## config.mk

```make
export PLATFORM = sky130hd
export DESIGN_NAME = pickle_opcode_tokenizer_top
export DESIGN_NICKNAME = d
export VERILOG_FILES = /design/src/rtl/core/pot_pkg.sv /design/src/rtl/core/pot_front.sv /design/src/rtl/core/pot_queue.sv /design/src/rtl/core/pot_back.sv /design/src/rtl/core/pickle_opcode_tokenizer_top.sv
export VERILOG_INCLUDE_DIRS = /design/src /design/src/rtl/core
export SDC_FILE = /design/constraint.sdc
export NUM_CORES = 1
export LEC_CHECK = 0
export BUFFER_PORTS_ARGS = -buffer_cell sky130_fd_sc_hd__buf_2
export CORE_MARGIN = 2
export CORE_UTILIZATION = 50
export CTS_CLUSTER_DIAMETER = 80
export DETAILED_ROUTE_END_ITERATION = 6
export GPL_TIMING_DRIVEN = 0
export PLACE_DENSITY = 0.77
export SYNTH_ARGS = -nofsm -noshare
export SYNTH_HDL_FRONTEND = slang
export SYNTH_SLANG_ARGS = --single-unit
```

## constraint.sdc

```tcl
create_clock -name clock -period 4 [get_ports clock]
set_input_delay 0.2 -clock clock [delete_from_list [all_inputs] [get_ports clock]]
set_output_delay 0.2 -clock clock [all_outputs]
set_load 0.005 [all_outputs]
```

## src/rtl/core/pickle_opcode_tokenizer_top_defines.svh

```systemverilog
// ---------------------------------------------------------------------------
// Pickle opcode tokenizer assertion macros
// Concurrent check helpers, compiled out for synthesis.
// ---------------------------------------------------------------------------
`ifndef PICKLE_OPCODE_TOKENIZER_TOP_DEFINES_SVH
`define PICKLE_OPCODE_TOKENIZER_TOP_DEFINES_SVH

`ifndef SYNTHESIS

// property must hold at every clock edge outside reset
`define POT_ASSERT_ALWAYS(label, clk, rst, prop) \
   label: assert property (@(posedge clk) disable iff (rst) (prop)) \
      else $error("pot assertion failed");

// consequent must hold in the cycle after the antecedent
`define POT_ASSERT_NEXT(label, clk, rst, ante, cons) \
   label: assert property (@(posedge clk) disable iff (rst) (ante) |=> (cons)) \
      else $error("pot assertion failed");

`else

`define POT_ASSERT_ALWAYS(label, clk, rst, prop)
`define POT_ASSERT_NEXT(label, clk, rst, ante, cons)

`endif

`endif

```

## src/rtl/core/pot_pkg.sv

```systemverilog
// ---------------------------------------------------------------------------
// Pickle opcode tokenizer package
// Shared types and constants for the front, queue and back.
// ---------------------------------------------------------------------------
package pot_pkg;

   localparam int QUEUE_DEPTH = 4;
   localparam int QPTR_W      = $clog2(QUEUE_DEPTH);
   localparam int QCNT_W      = $clog2(QUEUE_DEPTH + 1);

   localparam logic [7:0] BYTE_MARKER  = 8'h80;
   localparam logic [7:0] BYTE_FRAME   = 8'h95;
   localparam logic [7:0] BYTE_MEMO    = 8'h94;
   localparam logic [7:0] BYTE_STR1    = 8'h8C;
   localparam logic [7:0] BYTE_STR4    = 8'h58;  // 'X'
   localparam logic [7:0] BYTE_SHORT   = 8'h4D;  // 'M'
   localparam logic [7:0] BYTE_GLOBAL  = 8'h63;  // 'c'
   localparam logic [7:0] BYTE_STOP    = 8'h2E;  // '.'
   localparam logic [7:0] BYTE_NEWLINE = 8'h0A;
   localparam logic [7:0] BYTE_DICT    = 8'h7D;  // '}'
   localparam logic [7:0] BYTE_LIST    = 8'h5D;  // ']'
   localparam logic [7:0] BYTE_MARK    = 8'h28;  // '('
   localparam logic [7:0] BYTE_TUPLE   = 8'h74;  // 't'
   localparam logic [7:0] BYTE_OP_H    = 8'h68;  // 'h'
   localparam logic [7:0] BYTE_OP_Q    = 8'h71;  // 'q'

   localparam logic [31:0] FRAME_LEN   = 32'd8;
   localparam logic [15:0] VALUE_SAT   = 16'hFFFF;

   typedef enum logic [3:0] {
      OP_OTHER,
      OP_DICT,
      OP_LIST,
      OP_MARK,
      OP_TUPLE,
      OP_MEMO,
      OP_STOP,
      OP_BYTEOP,
      OP_FRAME,
      OP_SHORT,
      OP_STR4,
      OP_STR1,
      OP_GLOBAL
   } op_class_type;

   typedef enum logic [3:0] {
      EV_PROTO,
      EV_DICT,
      EV_LIST,
      EV_BYTE,
      EV_MEMO,
      EV_SHORT,
      EV_MARK,
      EV_STRBEGIN,
      EV_STRCHAR,
      EV_MODCHAR,
      EV_NAMECHAR,
      EV_MODEND,
      EV_NAMEEND,
      EV_TUPLE,
      EV_STOP,
      EV_ERROR
   } ev_kind_type;

   typedef enum logic [3:0] {
      PH_MARKER,
      PH_PROTO,
      PH_OPCODE,
      PH_BYTEOP,
      PH_SKIP,
      PH_SHORTLO,
      PH_SHORTHI,
      PH_LEN4,
      PH_LEN1,
      PH_CHARS,
      PH_MODULE,
      PH_NAME,
      PH_HALT
   } phase_type;

   // one classified stream byte
   typedef struct packed {
      logic [7:0]   data;
      op_class_type op;
      logic         is_marker;
      logic         is_newline;
   } token_type;

   typedef struct packed {
      logic [QCNT_W-1:0] count;
      logic              full;
      logic              empty;
   } q_status_type;

   typedef struct packed {
      logic halted;
   } back_status_type;

endpackage

```

## src/rtl/core/pot_front.sv

```systemverilog
// ---------------------------------------------------------------------------
// Pickle tokenizer front stage
// Registers each accepted byte with its opcode class and hands it on.
// ---------------------------------------------------------------------------
module pot_front (
   input  logic                  clock,
   input  logic                  reset,
   input  logic                  req_valid,
   output logic                  req_stall,
   input  logic [7:0]            req_stream_byte,
   input  pot_pkg::q_status_type q_status,
   output logic                  push,
   output pot_pkg::token_type    push_token
);

   logic               f_valid_ff;
   logic               f_valid_in;
   pot_pkg::token_type tok_ff;
   logic               accept;

   function automatic pot_pkg::op_class_type classify(input logic [7:0] b);
      pot_pkg::op_class_type op;
      op = pot_pkg::OP_OTHER;
      unique case (b)
         pot_pkg::BYTE_DICT:   op = pot_pkg::OP_DICT;
         pot_pkg::BYTE_LIST:   op = pot_pkg::OP_LIST;
         pot_pkg::BYTE_MARK:   op = pot_pkg::OP_MARK;
         pot_pkg::BYTE_TUPLE:  op = pot_pkg::OP_TUPLE;
         pot_pkg::BYTE_MEMO:   op = pot_pkg::OP_MEMO;
         pot_pkg::BYTE_STOP:   op = pot_pkg::OP_STOP;
         pot_pkg::BYTE_OP_H,
         pot_pkg::BYTE_OP_Q:   op = pot_pkg::OP_BYTEOP;
         pot_pkg::BYTE_FRAME:  op = pot_pkg::OP_FRAME;
         pot_pkg::BYTE_SHORT:  op = pot_pkg::OP_SHORT;
         pot_pkg::BYTE_STR4:   op = pot_pkg::OP_STR4;
         pot_pkg::BYTE_STR1:   op = pot_pkg::OP_STR1;
         pot_pkg::BYTE_GLOBAL: op = pot_pkg::OP_GLOBAL;
         default:              op = pot_pkg::OP_OTHER;
      endcase
      return op;
   endfunction

   assign push      = f_valid_ff && !q_status.full;
   assign req_stall = f_valid_ff && q_status.full;
   assign accept    = req_valid && !req_stall;
   assign push_token = tok_ff;

   always_comb begin
      f_valid_in = f_valid_ff;
      if (accept) begin
         f_valid_in = 1'b1;
      end else if (push) begin
         f_valid_in = 1'b0;
      end
   end

   always_ff @(posedge clock) begin
      if (reset) begin
         f_valid_ff <= 1'b0;
      end else begin
         f_valid_ff <= f_valid_in;
      end
   end

   always_ff @(posedge clock) begin
      if (accept) begin
         tok_ff.data       <= req_stream_byte;
         tok_ff.op         <= classify(req_stream_byte);
         tok_ff.is_marker  <= (req_stream_byte == pot_pkg::BYTE_MARKER);
         tok_ff.is_newline <= (req_stream_byte == pot_pkg::BYTE_NEWLINE);
      end
   end

endmodule

```

## src/rtl/core/pot_queue.sv

```systemverilog
// ---------------------------------------------------------------------------
// Pickle tokenizer token queue
// Small FIFO that decouples the front stage from the back stage.
// ---------------------------------------------------------------------------
module pot_queue (
   input  logic                  clock,
   input  logic                  reset,
   input  logic                  push,
   input  pot_pkg::token_type    push_token,
   input  logic                  pop,
   output pot_pkg::token_type    pop_token,
   output pot_pkg::q_status_type q_status
);

   pot_pkg::token_type              entry_ff [pot_pkg::QUEUE_DEPTH];
   logic [pot_pkg::QPTR_W-1:0]      wr_ptr_ff, wr_ptr_in;
   logic [pot_pkg::QPTR_W-1:0]      rd_ptr_ff, rd_ptr_in;
   logic [pot_pkg::QCNT_W-1:0]      count_ff, count_in;

   // depth is a power of two, so pointers wrap on their own
   always_comb begin
      wr_ptr_in = push ? wr_ptr_ff + 1'b1 : wr_ptr_ff;
      rd_ptr_in = pop  ? rd_ptr_ff + 1'b1 : rd_ptr_ff;
      count_in  = count_ff;
      if (push && !pop) begin
         count_in = count_ff + 1'b1;
      end else if (pop && !push) begin
         count_in = count_ff - 1'b1;
      end
   end

   always_ff @(posedge clock) begin
      if (reset) begin
         wr_ptr_ff <= '0;
         rd_ptr_ff <= '0;
         count_ff  <= '0;
      end else begin
         wr_ptr_ff <= wr_ptr_in;
         rd_ptr_ff <= rd_ptr_in;
         count_ff  <= count_in;
      end
   end

   always_ff @(posedge clock) begin
      if (push) begin
         entry_ff[wr_ptr_ff] <= push_token;
      end
   end

   assign pop_token      = entry_ff[rd_ptr_ff];
   assign q_status.count = count_ff;
   assign q_status.full  = (count_ff == pot_pkg::QCNT_W'(pot_pkg::QUEUE_DEPTH));
   assign q_status.empty = (count_ff == '0);

endmodule

```

## src/rtl/core/pot_back.sv

```systemverilog
// ---------------------------------------------------------------------------
// Pickle tokenizer back stage
// Parse state machine over classified bytes, with the response register.
// ---------------------------------------------------------------------------
module pot_back #(
   parameter int NAME_LIMIT = 32
) (
   input  logic                     clock,
   input  logic                     reset,
   input  pot_pkg::token_type       pop_token,
   input  pot_pkg::q_status_type    q_status,
   output logic                     pop,
   output logic                     rsp_valid,
   input  logic                     rsp_stall,
   output logic [3:0]               rsp_event_kind,
   output logic [15:0]              rsp_event_value,
   output logic                     rsp_last_char,
   output pot_pkg::back_status_type back_status
);

   localparam int CNT_W = $clog2(NAME_LIMIT);

   pot_pkg::phase_type   phase_ff, phase_in;
   logic [31:0]          remain_ff, remain_in;
   logic [1:0]           len_idx_ff, len_idx_in;
   logic [7:0]           low_hold_ff, low_hold_in;
   logic [CNT_W-1:0]     name_cnt_ff, name_cnt_in;

   logic                 rsp_valid_ff;
   pot_pkg::ev_kind_type rsp_kind_ff;
   logic [15:0]          rsp_value_ff;
   logic                 rsp_last_ff;

   logic                 ev_fire;
   pot_pkg::ev_kind_type ev_kind;
   logic [15:0]          ev_value;
   logic                 ev_last;
   logic [31:0]          len_full;
   logic [7:0]           b;

   assign pop = !q_status.empty && (!rsp_valid_ff || !rsp_stall);
   assign b   = pop_token.data;

   // little-endian length gather
   assign len_full = remain_ff | ({24'b0, b} << {len_idx_ff, 3'b000});

   always_comb begin
      phase_in    = phase_ff;
      remain_in   = remain_ff;
      len_idx_in  = len_idx_ff;
      low_hold_in = low_hold_ff;
      name_cnt_in = name_cnt_ff;
      ev_fire     = 1'b0;
      ev_kind     = pot_pkg::EV_ERROR;
      ev_value    = '0;
      ev_last     = 1'b0;
      if (pop) begin
         unique case (phase_ff)
            pot_pkg::PH_MARKER: begin
               if (pop_token.is_marker) begin
                  phase_in = pot_pkg::PH_PROTO;
               end else begin
                  phase_in = pot_pkg::PH_HALT;
                  ev_fire  = 1'b1;
               end
            end
            pot_pkg::PH_PROTO: begin
               phase_in = pot_pkg::PH_OPCODE;
               ev_fire  = 1'b1;
               ev_kind  = pot_pkg::EV_PROTO;
               ev_value = {8'b0, b};
            end
            pot_pkg::PH_OPCODE: begin
               unique case (pop_token.op)
                  pot_pkg::OP_DICT:  begin ev_fire = 1'b1; ev_kind = pot_pkg::EV_DICT;  end
                  pot_pkg::OP_LIST:  begin ev_fire = 1'b1; ev_kind = pot_pkg::EV_LIST;  end
                  pot_pkg::OP_MARK:  begin ev_fire = 1'b1; ev_kind = pot_pkg::EV_MARK;  end
                  pot_pkg::OP_TUPLE: begin ev_fire = 1'b1; ev_kind = pot_pkg::EV_TUPLE; end
                  pot_pkg::OP_MEMO:  begin ev_fire = 1'b1; ev_kind = pot_pkg::EV_MEMO;  end
                  pot_pkg::OP_STOP: begin
                     ev_fire  = 1'b1;
                     ev_kind  = pot_pkg::EV_STOP;
                     phase_in = pot_pkg::PH_HALT;
                  end
                  pot_pkg::OP_BYTEOP: phase_in = pot_pkg::PH_BYTEOP;
                  pot_pkg::OP_FRAME: begin
                     remain_in = pot_pkg::FRAME_LEN;
                     phase_in  = pot_pkg::PH_SKIP;
                  end
                  pot_pkg::OP_SHORT: phase_in = pot_pkg::PH_SHORTLO;
                  pot_pkg::OP_STR4: begin
                     remain_in  = '0;
                     len_idx_in = '0;
                     phase_in   = pot_pkg::PH_LEN4;
                  end
                  pot_pkg::OP_STR1: phase_in = pot_pkg::PH_LEN1;
                  pot_pkg::OP_GLOBAL: begin
                     name_cnt_in = '0;
                     phase_in    = pot_pkg::PH_MODULE;
                  end
                  default: ;  // unknown opcode: skipped
               endcase
            end
            pot_pkg::PH_BYTEOP: begin
               phase_in = pot_pkg::PH_OPCODE;
               ev_fire  = 1'b1;
               ev_kind  = pot_pkg::EV_BYTE;
               ev_value = {8'b0, b};
            end
            pot_pkg::PH_SKIP: begin
               remain_in = remain_ff - 32'd1;
               if (remain_ff == 32'd1) begin
                  phase_in = pot_pkg::PH_OPCODE;
               end
            end
            pot_pkg::PH_SHORTLO: begin
               low_hold_in = b;
               phase_in    = pot_pkg::PH_SHORTHI;
            end
            pot_pkg::PH_SHORTHI: begin
               phase_in = pot_pkg::PH_OPCODE;
               ev_fire  = 1'b1;
               ev_kind  = pot_pkg::EV_SHORT;
               ev_value = {b, low_hold_ff};
            end
            pot_pkg::PH_LEN4: begin
               remain_in = len_full;
               if (len_idx_ff == 2'd3) begin
                  len_idx_in = '0;
                  ev_fire    = 1'b1;
                  ev_kind    = pot_pkg::EV_STRBEGIN;
                  ev_value   = (len_full[31:16] != '0) ? pot_pkg::VALUE_SAT : len_full[15:0];
                  phase_in   = (len_full != '0) ? pot_pkg::PH_CHARS : pot_pkg::PH_OPCODE;
               end else begin
                  len_idx_in = len_idx_ff + 2'd1;
               end
            end
            pot_pkg::PH_LEN1: begin
               remain_in = {24'b0, b};
               ev_fire   = 1'b1;
               ev_kind   = pot_pkg::EV_STRBEGIN;
               ev_value  = {8'b0, b};
               phase_in  = (b != '0) ? pot_pkg::PH_CHARS : pot_pkg::PH_OPCODE;
            end
            pot_pkg::PH_CHARS: begin
               ev_fire   = 1'b1;
               ev_kind   = pot_pkg::EV_STRCHAR;
               ev_value  = {8'b0, b};
               ev_last   = (remain_ff <= 32'd1);
               remain_in = (remain_ff == '0) ? '0 : remain_ff - 32'd1;
               if (remain_ff <= 32'd1) begin
                  phase_in = pot_pkg::PH_OPCODE;
               end
            end
            pot_pkg::PH_MODULE,
            pot_pkg::PH_NAME: begin
               ev_fire = 1'b1;
               if (pop_token.is_newline) begin
                  ev_kind     = (phase_ff == pot_pkg::PH_MODULE) ?
                                pot_pkg::EV_MODEND : pot_pkg::EV_NAMEEND;
                  ev_value    = 16'(name_cnt_ff);
                  name_cnt_in = '0;
                  phase_in    = (phase_ff == pot_pkg::PH_MODULE) ?
                                pot_pkg::PH_NAME : pot_pkg::PH_OPCODE;
               end else if (name_cnt_ff == CNT_W'(NAME_LIMIT - 1)) begin
                  ev_kind  = pot_pkg::EV_ERROR;
                  phase_in = pot_pkg::PH_HALT;
               end else begin
                  ev_kind     = (phase_ff == pot_pkg::PH_MODULE) ?
                                pot_pkg::EV_MODCHAR : pot_pkg::EV_NAMECHAR;
                  ev_value    = {8'b0, b};
                  name_cnt_in = name_cnt_ff + 1'b1;
               end
            end
            pot_pkg::PH_HALT: ;
            default: ;
         endcase
      end
   end

   always_ff @(posedge clock) begin
      if (reset) begin
         phase_ff    <= pot_pkg::PH_MARKER;
         remain_ff   <= '0;
         len_idx_ff  <= '0;
         low_hold_ff <= '0;
         name_cnt_ff <= '0;
      end else begin
         phase_ff    <= phase_in;
         remain_ff   <= remain_in;
         len_idx_ff  <= len_idx_in;
         low_hold_ff <= low_hold_in;
         name_cnt_ff <= name_cnt_in;
      end
   end

   // response register: loads only when free or draining
   always_ff @(posedge clock) begin
      if (reset) begin
         rsp_valid_ff <= 1'b0;
      end else if (ev_fire) begin
         rsp_valid_ff <= 1'b1;
      end else if (!rsp_stall) begin
         rsp_valid_ff <= 1'b0;
      end
   end

   always_ff @(posedge clock) begin
      if (ev_fire) begin
         rsp_kind_ff  <= ev_kind;
         rsp_value_ff <= ev_value;
         rsp_last_ff  <= ev_last;
      end
   end

   assign rsp_valid          = rsp_valid_ff;
   assign rsp_event_kind     = rsp_kind_ff;
   assign rsp_event_value    = rsp_value_ff;
   assign rsp_last_char      = rsp_last_ff;
   assign back_status.halted = (phase_ff == pot_pkg::PH_HALT);

endmodule

```

## src/rtl/core/pickle_opcode_tokenizer_top.sv

```systemverilog
// ---------------------------------------------------------------------------
// Pickle opcode tokenizer
// Turns a pickle byte stream into token events, one byte per clock unless stalled.
// ---------------------------------------------------------------------------
// Usage:
//   req_* carries one stream byte per transaction (req_valid / req_stall).
//   rsp_* carries one token event per transaction (rsp_valid / rsp_stall):
//   kind, value and a last-character flag on string data.
//   A byte yields zero or one event; opcode prefixes, skipped frame bytes
//   and unknown opcodes yield none.
// Path: an event reaches rsp_* through the front register, then the queue
//   into the parse machine and the response reg.
// Throughput: one byte per cycle sustained while rsp is not stalled; the parse
//   state machine in the back stage retires one byte each cycle that it pops.
// Stall: a stalled rsp holds its event while the 4-entry queue and the
//   front register keep absorbing bytes; req_stall rises only once both
//   are full.
// Reset: synchronous, active high; empties the queue and returns the
//   parser to waiting for the protocol marker. After a stop or an error
//   event, bytes are taken and dropped until the next reset.
// ---------------------------------------------------------------------------
`include "pickle_opcode_tokenizer_top_defines.svh"

module pickle_opcode_tokenizer_top #(
   parameter int NAME_LIMIT = 32   // longest module/name text incl. newline
) (
   input  logic        clock,
   input  logic        reset,
   input  logic        req_valid,
   output logic        req_stall,
   input  logic [7:0]  req_stream_byte,
   output logic        rsp_valid,
   input  logic        rsp_stall,
   output logic [3:0]  rsp_event_kind,
   output logic [15:0] rsp_event_value,
   output logic        rsp_last_char
);

   logic                     push;
   logic                     pop;
   pot_pkg::token_type       push_token;
   pot_pkg::token_type       pop_token;
   pot_pkg::q_status_type    q_status;
   pot_pkg::back_status_type back_status;

   // front: take a byte and classify its opcode
   pot_front u_front (
      .clock           (clock),
      .reset           (reset),
      .req_valid       (req_valid),
      .req_stall       (req_stall),
      .req_stream_byte (req_stream_byte),
      .q_status        (q_status),
      .push            (push),
      .push_token      (push_token)
   );

   // queue between the two halves so each can stall alone
   pot_queue u_queue (
      .clock      (clock),
      .reset      (reset),
      .push       (push),
      .push_token (push_token),
      .pop        (pop),
      .pop_token  (pop_token),
      .q_status   (q_status)
   );

   // back: parse state machine and response register
   pot_back #(
      .NAME_LIMIT (NAME_LIMIT)
   ) u_back (
      .clock           (clock),
      .reset           (reset),
      .pop_token       (pop_token),
      .q_status        (q_status),
      .pop             (pop),
      .rsp_valid       (rsp_valid),
      .rsp_stall       (rsp_stall),
      .rsp_event_kind  (rsp_event_kind),
      .rsp_event_value (rsp_event_value),
      .rsp_last_char   (rsp_last_char),
      .back_status     (back_status)
   );

   // halted parser stays halted until reset
   `POT_ASSERT_NEXT(a_halt_sticky, clock, reset, back_status.halted, back_status.halted)

   // once halted with no event pending, no new event shows up
   `POT_ASSERT_NEXT(a_halt_silent, clock, reset, back_status.halted && !rsp_valid, !rsp_valid)

   // queue occupancy never runs past its depth
   `POT_ASSERT_ALWAYS(a_queue_bound, clock, reset, q_status.count <= pot_pkg::QCNT_W'(pot_pkg::QUEUE_DEPTH))

endmodule

```

==> impl_metrics.csv, run 1 <==
group,metric,value,unit
power_and_ir_drop,p_leak,0.003281,uW
timing,relSlewSlack,0.1837,
power_and_ir_drop,swShare,0.4098,
final_layout,drive_above_1_share,0.1132,
die,die_h,131.9,microns
synthesis,seq_area_frac_synth,0.4856,
synthesis,synth_xor_area_frac,0.01498,
run,maxCapViolations,0,
synthesis,synthSimpleGateAreaFrac,0.1809,
synthesis,synthAdderAreaFrac,0.01927,
global_route,grt_pass1_wl,36000,microns
clock_network,clkSinkCount,153,
worst_setup_path,critPathMaxStageDelay,630,ps
clock_network,cts_root_buf,"clkbuf_16",
synthesis,synthFlopType,"edfxtp_1",
synthesis,synth_top_family_by_area,"compound AO/OA/AOI/OAI gates",
worst_setup_path,worst-setup-path-type,"flop to flop",
detailed_routing,drt_iter0_markers,929,
synthesis,syn_inst,829,
hold_path,whs_path_depth,1,
global_route,grt.total_usage,0.2647,
placement,gp_congestion,0.9833,
final_layout,area_growth,13.52,%
power_and_ir_drop,clkPwrFrac,0.252,
placement,dpl.hpwl,15580,microns
detailed_routing,vias_per_cell,6.479,
synthesis,yosysTopAreaCellShare,0.3339,
worst_setup_path,path_delay_family,"simple AND/OR/NAND/NOR gates",
synthesis,muxShareOfSynthArea,0.05550,
die,start_util,0.5133,
synthesis,synth-seq-cells,153,
timing,final_hold_viol_count,0,
detailed_routing,ant_nets,0,
final_layout,layout_common_cells,"edfxtp_1 (91), nor2_1 (82), o21ai_0 (66)",
synthesis,ys_warn_count,0,
final_layout,n_fill_cell,1376,
worst_setup_path,cp_cell_sequence,"buf_6 > buf_4 > mux4_2 > nor3b_1 > nand3_1 > inv_1 > nor2_1 > buf_2 > o21ai_0 > a21oi_1",
worst_setup_path,worst_setup_path_start_kind,"flop",
clock_network,clkTransAtPathRegs,60,ps
final_layout,multi_input_area,3940,sq um
die,core,15940,sq um
timing,worstMarginPinSlew,1216,ps
worst_setup_path,ff2ff_path_depth,10,
die,ios,35,
timing,skew,12.12,ps
timing,fmax,0.2927,GHz
power_and_ir_drop,combPwrFrac,0.422,
clock_network,htree_levels,4,
clock_network,clockBufferDepth,2,
final_layout,antenna_cells,0,
placement,dpl_cell_area,8656,sq um
outcome,outcome,"finished clean",
timing,finalCriticalPeriod,3416,ps
timing,finalSetupTns,0,ps
global_route,antenna_found_initial,0,
final_layout,final_area,9289,sq um
detailed_routing,drt_pass1_iterations,6,
synthesis,async_reset_ff_frac,0,
clock_network,cts_tree,"done",
power_and_ir_drop,pwr-share-seq,0.326,
detailed_routing,num_vias,7237,
worst_setup_path,path_depth,10,
worst_setup_path,slowest_stage,"mux4_2",
placement,port-buffer-count,34,
timing,fin_crit_sh,0.8540,
timing,grt_setup_unrepaired,"no",
clock_network,clkLatencyLatePin,440,ps
worst_setup_path,worst_setup_path_end_kind,"flop",
global_route,overflow,0,
die,design.die.area,17410,sq um
hold_path,hold_path.class,"primary input to flop",
power_and_ir_drop,p_switching,2582,uW
clock_network,cts_buffers,17,
die,die_x,131.9,microns
final_layout,layout_commonest_cell,"edfxtp_1",
detailed_routing,wirelength,22870,microns
synthesis,synth_edf_count,91,
detailed_routing,wl_per_cell,20.47,microns
synthesis,synthDistinctLibCells,78,
synthesis,synth_top_area_cell,"edfxtp_1",
synthesis,synth.cell_area,8183,sq um
worst_setup_path,arrival,3700,ps
global_route,grt_start_max_net_pins,21,
timing,setup_viol,0,
synthesis,synth-compound-area-share,0.2087,
synthesis,synth.area.top_cells,"edfxtp_1 (33%), dfxtp_1 (15%), o21ai_0 (4.0%)",
power_and_ir_drop,power_density,678.3,nW/um^2
global_route,grt_pass1_vias,6850,
die,rows,46,
clock_network,post-cts-setup-buffers,0,
synthesis,post_synth.cell_area_avg,9.871,sq um
power_and_ir_drop,p_int,3718,uW
power_and_ir_drop,vdd_drop_max,432.3,uV
final_layout,fin_nets,912,
final_layout,regArea,3974,sq um
synthesis,syn_nets,853,
worst_setup_path,critical_path.max_fanout,10,
worst_setup_path,crit_required,4280,ps
detailed_routing,drc,0,
timing,drv_slew,0,
worst_setup_path,critical_path_buf_inv_count,4,
-- cell usage after synthesis (all sizes together) (5+ instances only) --
cell / instances
a32o: 6
nand3: 32
a21oi: 64
a31oi: 14
a222oi: 7
inv: 14
nor2b: 14
nor4: 12
nor3b: 5
nand4: 11
or3: 7
and2: 9
buf: 13
a311oi: 5
xor2: 8
mux4: 13
nor2: 82
edfxtp: 91
nor3: 24
and3: 11
ha: 11
o22ai: 8
dfxtp: 62
nand2: 61
clkbuf: 42
a21o: 8
xnor2: 6
a211oi: 5
o31ai: 12
nand2b: 6
a22oi: 13
mux2i: 15
o21ai: 66
o211ai: 6
-- layout make-up --
cell class                      instances  area share
Clock inverter                         15     0.01697
Tap cell                              216     0.02909
Buffer                                 55     0.02438
Clock buffer                           17     0.04580
Inverter                               16    0.006466
Multi-Input combinational cell        605      0.4242
Timing Repair Buffer                   40     0.02532
Sequential cell                       153      0.4278
-- metrics by stage --
step,utilization,total power [uW],setup WS [ps],std cells,hold WS [ps]
detailed placement,0.5429,4637,731.2,1080,397.3
global placement,0.5413,4583,1.741,1079,392.6
finish,0.5826,6300,584.1,1117,40.35
global route,0.5826,6580,479.2,1117,35.31
CTS,0.5826,6225,622.1,1117,26.61
floorplan,-,3850,683.2,829,298.9
-- power by group through the flow --
stage / Clock, uW / Sequential [uW] / Combinational (uW)
finish: 1590 / 2050 / 2660
global route: 1670 / 2080 / 2840
CTS: 1600 / 2050 / 2570
detailed placement: 0 / 2090 / 2550
global placement: 0 / 2080 / 2500
floorplan: 0 / 2080 / 1770
-- per-layer routing --
layer / track usage / up-vias / routed length, microns
met5: 0 / - / 0
met1: 0.3362 / 3374 / 8935
met4: 0.1304 / 0 / 882
met3: 0.06920 / 81 / 2386
li1: - / 3323 / -
met2: 0.4210 / 459 / 10660
-- cells by family after synthesis --
family                     count (synthesis)
adders and majority gates                 12
buffers and inverters                     71
AOI/OAI and AO/OA                        255
DFF                                      153
and+or+nand+nor                          295
xor gates and xnor gates                  14
muxes                                     29
-- state kept, by name, summed over array words and instances, names as in the netlist, 2 cells and up, named ones only --
| name | flops |
|---|---|
| u_back.phase_ff | 4 |
| u_back.len_idx_ff | 2 |
| u_back.rsp_event_value | 16 |
| u_front.push_token | 14 |
| u_back.remain_ff | 32 |
| u_queue.wr_ptr_ff | 2 |
| u_queue.rd_ptr_ff | 2 |
| u_queue.entry_ff | 56 |
| u_back.low_hold_ff | 8 |
| u_back.rsp_event_kind | 4 |
| u_queue.count_ff | 3 |
| u_back.name_cnt_ff | 5 |
-- final timing paths --
| check | startpoint | endpoint | slack (ps) |
|---|---|---|---|
| max reg2reg | flop | u_back.remain_ff[31] | 580 |
| max | flop | u_back.remain_ff[31] | 580 |
| min reg2reg | u_back.low_hold_ff[2] | u_back.low_hold_ff[2] | 510 |
| min | req_stream_byte[3] | u_front.push_token[9] | 40 |
-- timing repair --
item | CTS | global route
hold buffers | 5 | 0
resized for setup | 0 | 0
hold endpoints to repair | 5 | 0
Power figures use the tool's default switching activity.
==> inputs of run 2 (changes only) <==
- PLACE_DENSITY: 0.77 -> unset
- PLACE_DENSITY_LB_ADDON: unset -> 0.08
==> run 2 against run 1 <==
- the flow now finishes with violations (design-rule violations)
- utilization about the same
- sequential share of layout area about the same
- sequential power about the same
- register-to-register slack got worse by 160 ps
- hold slack improved by 6.0 ps
- combinational power increased by 3%
- maximum frequency decreased by 4.5%
- clock skew increased by 5.2 ps
- critical path type unchanged
- critical endpoint is now u_back.remain_ff[26]
- largest cell class unchanged
==> impl_metrics.csv, run 2 (synthesis results as in run 1) <==
group,metric,value,unit
outcome,outcome,"finished, violations left",
outcome,violations,"design-rule violations",
detailed_routing,drt_pass1_iterations,7,
final_layout,fin_nets,912,
timing,fmax,0.2796,GHz
timing,setup_viol,0,
final_layout,n_fill_cell,1415,
worst_setup_path,critPathMaxStageDelay,630,ps
timing,drv_slew,0,
die,die_h,131.9,microns
worst_setup_path,worst_setup_path_start_kind,"flop",
die,die_x,131.9,microns
global_route,grt_pass1_wl,39170,microns
timing,finalCriticalPeriod,3577,ps
clock_network,clkTransAtPathRegs,70,ps
clock_network,clkLatencyLatePin,440,ps
hold_path,hold_path.class,"primary input to flop",
worst_setup_path,crit_required,4370,ps
die,rows,46,
final_layout,largest_reg_flops,56,
die,core,15940,sq um
timing,final_hold_viol_count,0,
timing,worstMarginPinSlew,1342,ps
clock_network,post-cts-setup-buffers,0,
power_and_ir_drop,p_leak,0.003286,uW
global_route,grt.total_usage,0.2925,
power_and_ir_drop,vdd_drop_max,340.4,uV
detailed_routing,num_vias,7346,
placement,gp_congestion,0.9647,
worst_setup_path,critical_path.max_fanout,10,
final_layout,regMostFlops,"u_queue.entry_ff",
placement,port-buffer-count,34,
detailed_routing,drt_iter0_markers,781,
worst_setup_path,cp_cell_sequence,"nor3_1 > nor2_1 > clkinv_1 > nor2_1 > clkbuf_1 > clkbuf_1 > nand2_1 > a21oi_1",
global_route,overflow,0,
placement,dp_slack,576.1,ps
placement,dpl.hpwl,17520,microns
detailed_routing,vias_per_cell,6.577,
clock_network,cts_root_buf,"clkbuf_16",
detailed_routing,wirelength,25270,microns
run,maxCapViolations,0,
die,start_util,0.5133,
clock_network,ctsHoldBuffers,5,
global_route,grt_pass1_vias,7082,
clock_network,clkSinkCount,153,
global_route,grt_start_max_net_pins,19,
timing,fin_crit_sh,0.8942,
detailed_routing,wl_per_cell,22.62,microns
worst_setup_path,worst-setup-path-type,"flop to flop",
timing,relSlewSlack,0.07979,
final_layout,layout.cells.non_filler,1117,
clock_network,clockBufferDepth,2,
worst_setup_path,slowest_stage,"clkinv_1",
detailed_routing,ant_nets,0,
worst_setup_path,worst_setup_path_end_kind,"flop",
timing,skew,17.31,ps
die,ios,35,
timing,grt_setup_unrepaired,"no",
timing,finalSetupTns,0,ps
final_layout,antenna_cells,0,
clock_network,cts_buffers,17,
clock_network,cts_tree,"done",
worst_setup_path,arrival,3940,ps
die,design.die.area,17410,sq um
final_layout,finish.utilization,0.5830,
final_layout,layout_commonest_cell,"edfxtp_1",
final_layout,drive_above_1_share,0.1143,
final_layout,area_growth,13.58,%
clock_network,htree_levels,4,
global_route,antenna_found_initial,0,
final_layout,layout_common_cells,"edfxtp_1 (91), nor2_1 (82), o21ai_0 (66)",
clock_network,cts_resized,0,
placement,place_inst,1080,
timing,fin_ws,423.2,ps
detailed_routing,drc,8,
power_and_ir_drop,power_density,688.8,nW/um^2
## run 2: cell types whose count changed in the layout (fill, tap and decap cells not counted), sizes merged
cell | previous run | this run
bufinv | 1 | 0
clkinv | 6 | 7
clkinvlp | 1 | 0
inv | 23 | 24
## run 2: power breakdown
part | internal (uW) | total (uW) | switching, uW
combinational | 898 | 2750 | 1850
clock | 839 | 1600 | 764
sequential | 1940 | 2050 | 108
## run 2: cell type report
cell class	count	area (sq um)	area share
buffer	55	226.5	0.02437
tap	216	270.3	0.02908
inverter	16	60.06	0.006462
multi-input combinational	605	3940	0.4239
clock buffer	17	425.4	0.04577
sequential	153	3974	0.4276
clock inverter	15	162.7	0.01750
timing repair buffer	40	235.2	0.02531
## run 2: stage by stage
step                      area [sq um]  total power (uW)  hold slack [ps]
after global placement            8630              4683            396.5
after detailed placement          8656              4736            395.5
after CTS                         9294              6337            38.74
after floorplan                   8189              3850            298.9
after global routing              9294              6706            53.58
final                             9294              6402            46.38
## run 2: critical path: cells and delay by family (launching register included)
family / cells / cell delay [ps]
simple gates: 4 / 1150
buf+inv: 3 / 1770
compound gates: 1 / 150
flops: 1 / 410
## run 2: metal layers
metal  track usage  vias to the layer above  share of wire
met1        0.3773                     3523           0.41
met5             0                        -              0
met3       0.06382                       77          0.080
li1              -                     3312              -
met2        0.4690                      434           0.47
met4        0.1419                        0          0.038
## run 2: path summary, 6_finish.rpt
check	from	to	slack, ps	cells after the start
hold reg to reg	u_front.push_token[10]	u_queue.entry_ff[0][10]	500	0
hold / removal	req_stream_byte[6]	u_front.push_token[12]	50	1
setup / recovery	u_queue.count_ff[0]	u_back.remain_ff[26]	420	8
setup reg to reg	u_queue.count_ff[0]	u_back.remain_ff[26]	420	8
==> inputs of run 3 (changes only) <==
- CORE_ASPECT_RATIO: unset -> 0.75
- GPL_TIMING_DRIVEN: 0 -> unset
- SYNTH_HIERARCHICAL: unset -> 1
==> run 3 against run 2 <==
- the run still ends with design-rule violations left
- largest power group unchanged
- combinational power decreased by 7%
- count of clock-buffer cells in the layout unchanged
- flip-flop and latch count is the same
- global-route usage is 1.8 points lower
==> impl_metrics.csv, run 3 <==
group,metric,value,unit
outcome,outcome,"finished, violations left",
outcome,violations,"design-rule violations",
final_layout,final_area,9178,sq um
global_route,grt_pass1_vias,6470,
timing,fin_crit_sh,0.9248,
worst_setup_path,critPathMaxStageDelay,650,ps
die,die_h,114.6,microns
synthesis,ys_warn_count,6,
final_layout,largest_reg_flops,56,
clock_network,cts_resized,0,
final_layout,regMostFlops,"u_queue/entry_ff",
placement,port-buffer-count,34,
die,rows,40,
clock_network,cts_tree,"done",
detailed_routing,ant_nets,0,
clock_network,cts_buffers,17,
placement,dpl_cell_area,8544,sq um
clock_network,clkLatencyLatePin,440,ps
clock_network,clkTransAtPathRegs,70,ps
hold_path,hold_path.class,"primary input to flop",
detailed_routing,num_vias,6870,
global_route,grt.met1_usage,0.4098,
global_route,top_usage_layer,"met1",
die,start_util,0.5109,
detailed_routing,drt_pass1_iterations,7,
power_and_ir_drop,power_density,687.2,nW/um^2
timing,grt_setup_unrepaired,"no",
worst_setup_path,crit_required,4160,ps
timing,worstMarginPinSlew,1253,ps
clock_network,clkSinkCount,153,
clock_network,cts_root_buf,"clkbuf_16",
final_layout,layout_commonest_cell,"edfxtp_1",
timing,relSlewSlack,0.1648,
global_route,grt.total_usage,0.2744,
worst_setup_path,worst_setup_path_start_kind,"flop",
global_route,grt_start_max_net_pins,29,
timing,skew,13.80,ps
placement,dpl.hpwl,16110,microns
global_route,grt_pass1_wl,35830,microns
worst_setup_path,worst_setup_path_end_kind,"flop",
worst_setup_path,cpMostUsedCell,"a211o_1",
worst_setup_path,worst-setup-path-type,"flop to flop",
clock_network,clockBufferDepth,2,
placement,gp_congestion,0.9667,
timing,setup_viol,0,
synthesis,post_synth.cell_area_avg,10.09,sq um
final_layout,area_growth,12.52,%
global_route,grt_use_met2,0.3934,
detailed_routing,wirelength,23000,microns
global_route,antenna_found_initial,0,
die,die_x,151.5,microns
die,ios,35,
worst_setup_path,cp_cell_sequence,"mux4_1 > nor4_1 > nand2_1 > a211o_1 > a211o_1 > a222oi_1 > nor2_1",
worst_setup_path,critical_path.max_fanout,16,
detailed_routing,wl_per_cell,21.74,microns
global_route,use_met3,0.06773,
die,design.die.area,17360,sq um
timing,fmax,0.2703,GHz
detailed_routing,drc,4,
run,maxCapViolations,0,
power_and_ir_drop,vdd_drop_max,286.6,uV
global_route,overflow,0,
synthesis,syn_nets,832,
detailed_routing,drt_iter0_markers,804,
clock_network,htree_levels,4,
timing,finalSetupTns,0,ps
power_and_ir_drop,p_leak,0.003451,uW
timing,whs,59.88,ps
worst_setup_path,arrival,3860,ps
worst_setup_path,slowest_stage,"dfxtp_1",
synthesis,synth.cell_area,8157,sq um
die,core,15970,sq um
final_layout,fin_nets,859,
synthesis,syn_inst,808,
timing,final_hold_viol_count,0,
final_layout,drive_above_1_share,0.1486,
final_layout,layout_common_cells,"edfxtp_1 (91), nor2_1 (77), a21oi_1 (70)",
final_layout,antenna_cells,0,
timing,finalCriticalPeriod,3699,ps
timing,drv_slew,0,
detailed_routing,vias_per_cell,6.493,
-- run 3: final cells by class --
type | instances | area, sq um
clock buffers | 17 | 425.4
clock inverters | 15 | 197.7
fillers | 1380 | 6788
inverters | 19 | 71.32
multi-input cells | 580 | 3849
flip-flops and latches | 153 | 3974
well taps | 210 | 262.8
repair buffers | 64 | 397.9
-- run 3: final timing paths --
path                                             from                   endpoint  slack [ps]  cells past startpoint
worst min register to register  u_front/push_token[9]     u_queue/entry_ff[1][9]         500                      0
worst min-delay path               req_stream_byte[3]      u_front/push_token[9]          60                      1
worst max register to register                   flop  u_back/rsp_event_value[5]         300                      7
worst max-delay path                             flop  u_back/rsp_event_value[5]         300                      7
-- run 3: layer usage --
metal / part of all wire / routed length, microns
met5: 0 / 0
met4: 0.017 / 399
met3: 0.091 / 2086
met2: 0.42 / 9751
met1: 0.47 / 10760
-- run 3: where the power goes --
| group | internal [uW] | switching (uW) |
|---|---|---|
| clock network | 906 | 772 |
| logic | 916 | 1640 |
| registers | 1920 | 151 |
| total | 3740 | 2570 |
-- run 3: worst max-delay path: cells and delay by family, from the launching register on --
| family | cells | cell delay [ps] |
|---|---|---|
| AOI/OAI and AO/OA | 3 | 1200 |
| muxes | 1 | 650 |
| and+or+nand+nor | 3 | 920 |
| DFF | 1 | 650 |
-- run 3: what timing repair did --
| action | CTS | global route |
|---|---|---|
| hold buffers | 1 | 0 |
| setup buffers | 0 | 0 |
| hold endpoints to repair | 1 | 0 |
-- run 3: per-stage QoR --
stage          setup slack (ps)  instances  power, uW    util
6_report                  300.8       1058       6307  0.5748
5_1_grt                   71.84       1058       6628  0.5748
4_1_cts                   362.6       1058       6262  0.5748
3_5_place_dp              393.1       1025       4581  0.5352
3_3_place_gp              478.4       1025       4536  0.5352
2_1_floorplan             730.3        808       3814       -
